[config.mk]
export PLATFORM = sky130hd
export DESIGN_NAME = otb_mul
export DESIGN_NICKNAME = d
export VERILOG_FILES = /design/src/rtl/core/otb_pkg.sv /design/src/rtl/core/otb_mul.sv
export SDC_FILE = /design/constraint.sdc
export NUM_CORES = 1
export LEC_CHECK = 0
export ABC_AREA = 1
export BUFFER_PORTS_ARGS = -buffer_cell sky130_fd_sc_hd__buf_4
export CORE_MARGIN = 5
export CORE_UTILIZATION = 50
export DETAILED_ROUTE_END_ITERATION = 12
export GPL_TIMING_DRIVEN = 0
export PLACE_DENSITY = 0.7
export SLEW_MARGIN = 20
export SYNTH_ARGS = -nofsm -noshare
export SYNTH_HDL_FRONTEND = slang
export SYNTH_SLANG_ARGS = --single-unit
[constraint.sdc]
create_clock -name clock -period 35.7 [get_ports clock]
set_input_delay 1.785 -clock clock [delete_from_list [all_inputs] [get_ports clock]]
set_output_delay 1.785 -clock clock [all_outputs]
set_load 0.01 [all_outputs]
[src/rtl/core/otb_pkg.sv]
// otb_pkg: shared types and constants of the otsu threshold binarizer
// used by otb_hist, otb_mul and otsu_threshold_binarizer; no dependencies
package otb_pkg;

   localparam int GRAY_LEVELS = 256;
   localparam int MAX_PIXELS  = 1048576;

   localparam int LVL_W  = 8;
   localparam int CNT_W  = 21;
   localparam int SUM_W  = 28;
   localparam int PROD_W = 48;
   localparam int DEN_W  = 42;
   localparam int D2_W   = 96;
   localparam int A_W    = 96;
   localparam int B_W    = 48;
   localparam int P_W    = 144;

   localparam logic [1:0] CMD_LOAD     = 2'd0;
   localparam logic [1:0] CMD_FINISH   = 2'd1;
   localparam logic [1:0] CMD_CLASSIFY = 2'd2;
   localparam logic [1:0] CMD_CLEAR    = 2'd3;

   localparam logic [7:0] PIX_BG = 8'd0;
   localparam logic [7:0] PIX_FG = 8'd255;

   typedef struct packed {
      logic [1:0] command;
      logic [7:0] pixel_value;
   } req_type;

   typedef struct packed {
      logic [7:0] threshold;
      logic [7:0] binary_pixel;
      logic       overflow;
   } rsp_type;

   typedef struct packed {
      logic             en;
      logic [LVL_W-1:0] addr;
      logic [CNT_W-1:0] data;
   } mem_wr_type;

   typedef struct packed {
      logic           start;
      logic [A_W-1:0] a;
      logic [B_W-1:0] b;
   } mul_req_type;

   typedef struct packed {
      logic           done;
      logic [P_W-1:0] product;
   } mul_rsp_type;

endpackage

[src/rtl/core/otb_mul.sv]
// otb_mul: shift-add multiplier, one multiplier bit per cycle, stops early
// depends on otb_pkg
module otb_mul (
   input  logic                 clock,
   input  logic                 reset,
   input  otb_pkg::mul_req_type mul_req,
   output otb_pkg::mul_rsp_type mul_rsp
);
   import otb_pkg::*;

   logic           busy_ff;
   logic [P_W-1:0] a_ff;
   logic [B_W-1:0] b_ff;
   logic [P_W-1:0] acc_ff;

   always_ff @(posedge clock) begin
      if (reset) begin
         busy_ff <= 1'b0;
      end else if (mul_req.start) begin
         a_ff    <= P_W'(mul_req.a);
         b_ff    <= mul_req.b;
         acc_ff  <= '0;
         busy_ff <= 1'b1;
      end else if (busy_ff) begin
         if (b_ff == '0) begin
            busy_ff <= 1'b0;
         end else begin
            if (b_ff[0]) begin
               acc_ff <= acc_ff + a_ff;
            end
            a_ff <= a_ff << 1;
            b_ff <= b_ff >> 1;
         end
      end
   end

   assign mul_rsp.done    = busy_ff && (b_ff == '0);
   assign mul_rsp.product = acc_ff;

endmodule
==> results.cfg <==
[drt]
route.met2.wl_um = 45700
route.top_layer_used = met4
viasPerCell = 5.23
route.met3.wl_um = 10900
wirelength_um = 107000
met1_length_um = 47400
vias = 28212
ant_nets = 0
drt_iter0_drc = 2812
wl_per_cell_um = 19.9
first_pass_iters = 10
post-route-drc-count = 0

[critical_path]
crit_path_frequent_cell = buf_16
cp.arrival_ps = 4710
crit_chain = clkbuf_1 > inv_1 > clkbuf_2 > a21oi_4 > buf_16 > o21a_4 > buf_16 > buf_16
crit_family = buffers and inverters
worst-path-max-fanout = 48
cpMaxStageDelayCell = a21oi_4
required_ps = 35940
cp.buffers_inverters = 6
endpoint_kind = flop
critPathKind = in -> reg
worst_setup_path_start_kind = primary input
cpPeakStageDelay_ps = 770

[place]
dp.cells = 5324
dp_hpwl_um = 91100
routabilityCongestion = 1.06
numPortBuffers = 290

[synth]
synth.net_count = 4565
yosysUniqueCellTypes = 36
synth_edf_count = 336
synth-main-ff-cell = edfxtp_1
async_reset_ff_share_pct = 0
synthesis.area_sq_um = 28000
avgSynthCellArea_sq_um = 6.54
synth_top_area_share_pct = 36.1
syn_inst = 4274
synth_warnings = 0
yosysTopAreaCell = edfxtp_1
ys_ff_latch = 337
ys_seq_area_share_pct = 36.1
synth_area_leaders = edfxtp_1 (36%), nand2_1 (21%), inv_1 (10%)

[cts]
clk_latency_ps = 580
cts_setup_buffers = 0
cts_resized = 0
postCtsHoldBufs = 0
clkTransAtPathRegs_ps = 60
root_buffer = clkbuf_16
ctsHtreeMaxLevel = 2
cts_tree = built
clock_path_buffers = 3
cts_buffers = 39
cts.sinks = 337

[finish]
layoutNonFillerInstCount = 5395
utilization_pct = 59.0
nFillCells = 5623
final_nets = 4908
drive_gt1_share_pct = 14.4
antenna_cells = 0
syn_to_final_growth_pct = 16.7

[pwr]
powerDensity_nw_per_um2 = 40.0
ir_drop_mv = 0.0384
leakage_nw = 16.4

[timing]
drv_slew = 0
skew_ps = 18.8
fin_crit_sh_pct = 12.5
finalHoldViolCount = 0
rsz0062_at_grt = false
min_period_ps = 4470
fmax_mhz = 224
worst_pin_slew_ps = 1130
final.setup.tns_ps = 0
slew_headroom_pct = 24.9
setup_viol = 0

[floorplanning]
io_pins = 292
rows = 86
chipWidth_um = 247
die_h_um = 247
initial_core_util_pct = 50.6
design.core.area_sq_um = 55300
dieArea_sq_um = 60800

[run_status]
outcome = completed

[flow_run]
drv_cap = 0

[global_route]
gr-total-overflow = 0
grt_antenna_before_repair = 3
grt_pass1_vias = 26346
grt_max_degree = 49
track_usage_pct = 34.4
grt_pass1_wl_um = 156000

[worst_hold_path]
hp-class = reg -> reg
[tightest hold or removal path: stages, from the launching register on]
cell	delay (ps)
edfxtp_1	340
nand2_1	60
nand2_1	50
[through the flow]
stage / setup slack [ps] / power, mW / hold slack (ps) / area, sq um
3_5_place_dp: 30630 / 0.912 / 535 / 31400
6_report: 31230 / 1.31 / 549 / 32600
3_3_place_gp: 12800 / 0.912 / 474 / 31100
2_1_floorplan: 19800 / 0.752 / 456 / 28000
5_1_grt: 31090 / 1.37 / 578 / 32600
4_1_cts: 31230 / 1.30 / 550 / 32600
[cell families after synthesis]
group	synth area share, %
DFF	36.1
buffers and inverters	12.2
adders and majority gates	6.47
xor gates and xnor gates	0.0313
and+or+nand+nor	35.6
AOI/OAI and AO/OA	9.59
[metal layers]
| metal | GRT usage [%] | up-vias |
|---|---|---|
| met5 | 0 | - |
| met4 | 9.57 | 0 |
| met3 | 6.74 | 140 |
| met2 | 52.9 | 1165 |
| met1 | 49.6 | 12972 |
| li1 | - | 13935 |
[layout make-up]
class                      instances  area, sq um  area share [%]
buffer                            53          221           0.678
clock inverter                    19          158           0.483
clock buffer                      52         1050            3.20
timing repair buffer             302         2510            7.68
tap                              748          936            2.87
inverter                         849         3190            9.76
sequential                       337        10100            31.0
multi-input combinational       3035        14500            44.4
[flip-flops by register name, indices dropped and copies added (netlist names)]
| name | count |
|---|---|
| b_ff | 48 |
| a_ff | 144 |
| busy_ff | 1 |
| acc_ff | 144 |
[cells in the mapped netlist, types with 40 or more instances]
cell type and count:
a21oi_1 302, clkbuf_1 40, edfxtp_1 336, ha_1 143, inv_1 773, inv_2 74
nand2_1 1586, nand2_2 81, nand3_1 74, nor2_1 428, nor2_2 82, o21ai_0 180
[power by group]
| group | internal [mW] | switching (mW) |
|---|---|---|
| Sequential | 0.475 | 0.0185 |
| Combinational | 0.128 | 0.296 |
| Clock | 0.221 | 0.168 |
[layout by cell type, fill, tap and decap left out, types with 2 or more instances in the layout]
| cell | count |
|---|---|
| and2_1 | 5 |
| inv_1 | 773 |
| nand2_2 | 81 |
| nand3b_1 | 2 |
| nand3_1 | 74 |
| nor4_1 | 13 |
| clkbuf_16 | 40 |
| buf_1 | 7 |
| a21oi_1 | 301 |
| nor2_4 | 26 |
| o21ai_0 | 180 |
| nor2_2 | 82 |
| nor3_2 | 14 |
| inv_2 | 74 |
| clkinv_1 | 11 |
| a21o_1 | 5 |
| nor2_1 | 428 |
| buf_4 | 292 |
| edfxtp_1 | 336 |
| nor3_1 | 22 |
| nand2_1 | 1586 |
| o211ai_1 | 2 |
| bufinv_16 | 2 |
| o21a_1 | 8 |
| clkinvlp_4 | 2 |
| clkbuf_1 | 49 |
| o21bai_2 | 2 |
| nand4_1 | 11 |
| ha_1 | 143 |
| o21bai_1 | 13 |
| nand3_2 | 25 |
| buf_16 | 12 |
| buf_2 | 3 |
| clkinv_2 | 3 |
| clkbuf_2 | 3 |
| o21ai_1 | 6 |
[path summary, 6_finish.rpt]
check | cells after the start | slack (ps) | from | to
setup reg to reg | 13 | 32340 | acc_ff[22] | acc_ff[104]
hold reg to reg | 2 | 550 | b_ff[21] | b_ff[20]
hold / removal | 2 | 550 | b_ff[21] | b_ff[20]
setup / recovery | 8 | 31230 | mul_req[144] | acc_ff[44]
Note: power is estimated with default switching activity, not from simulation.
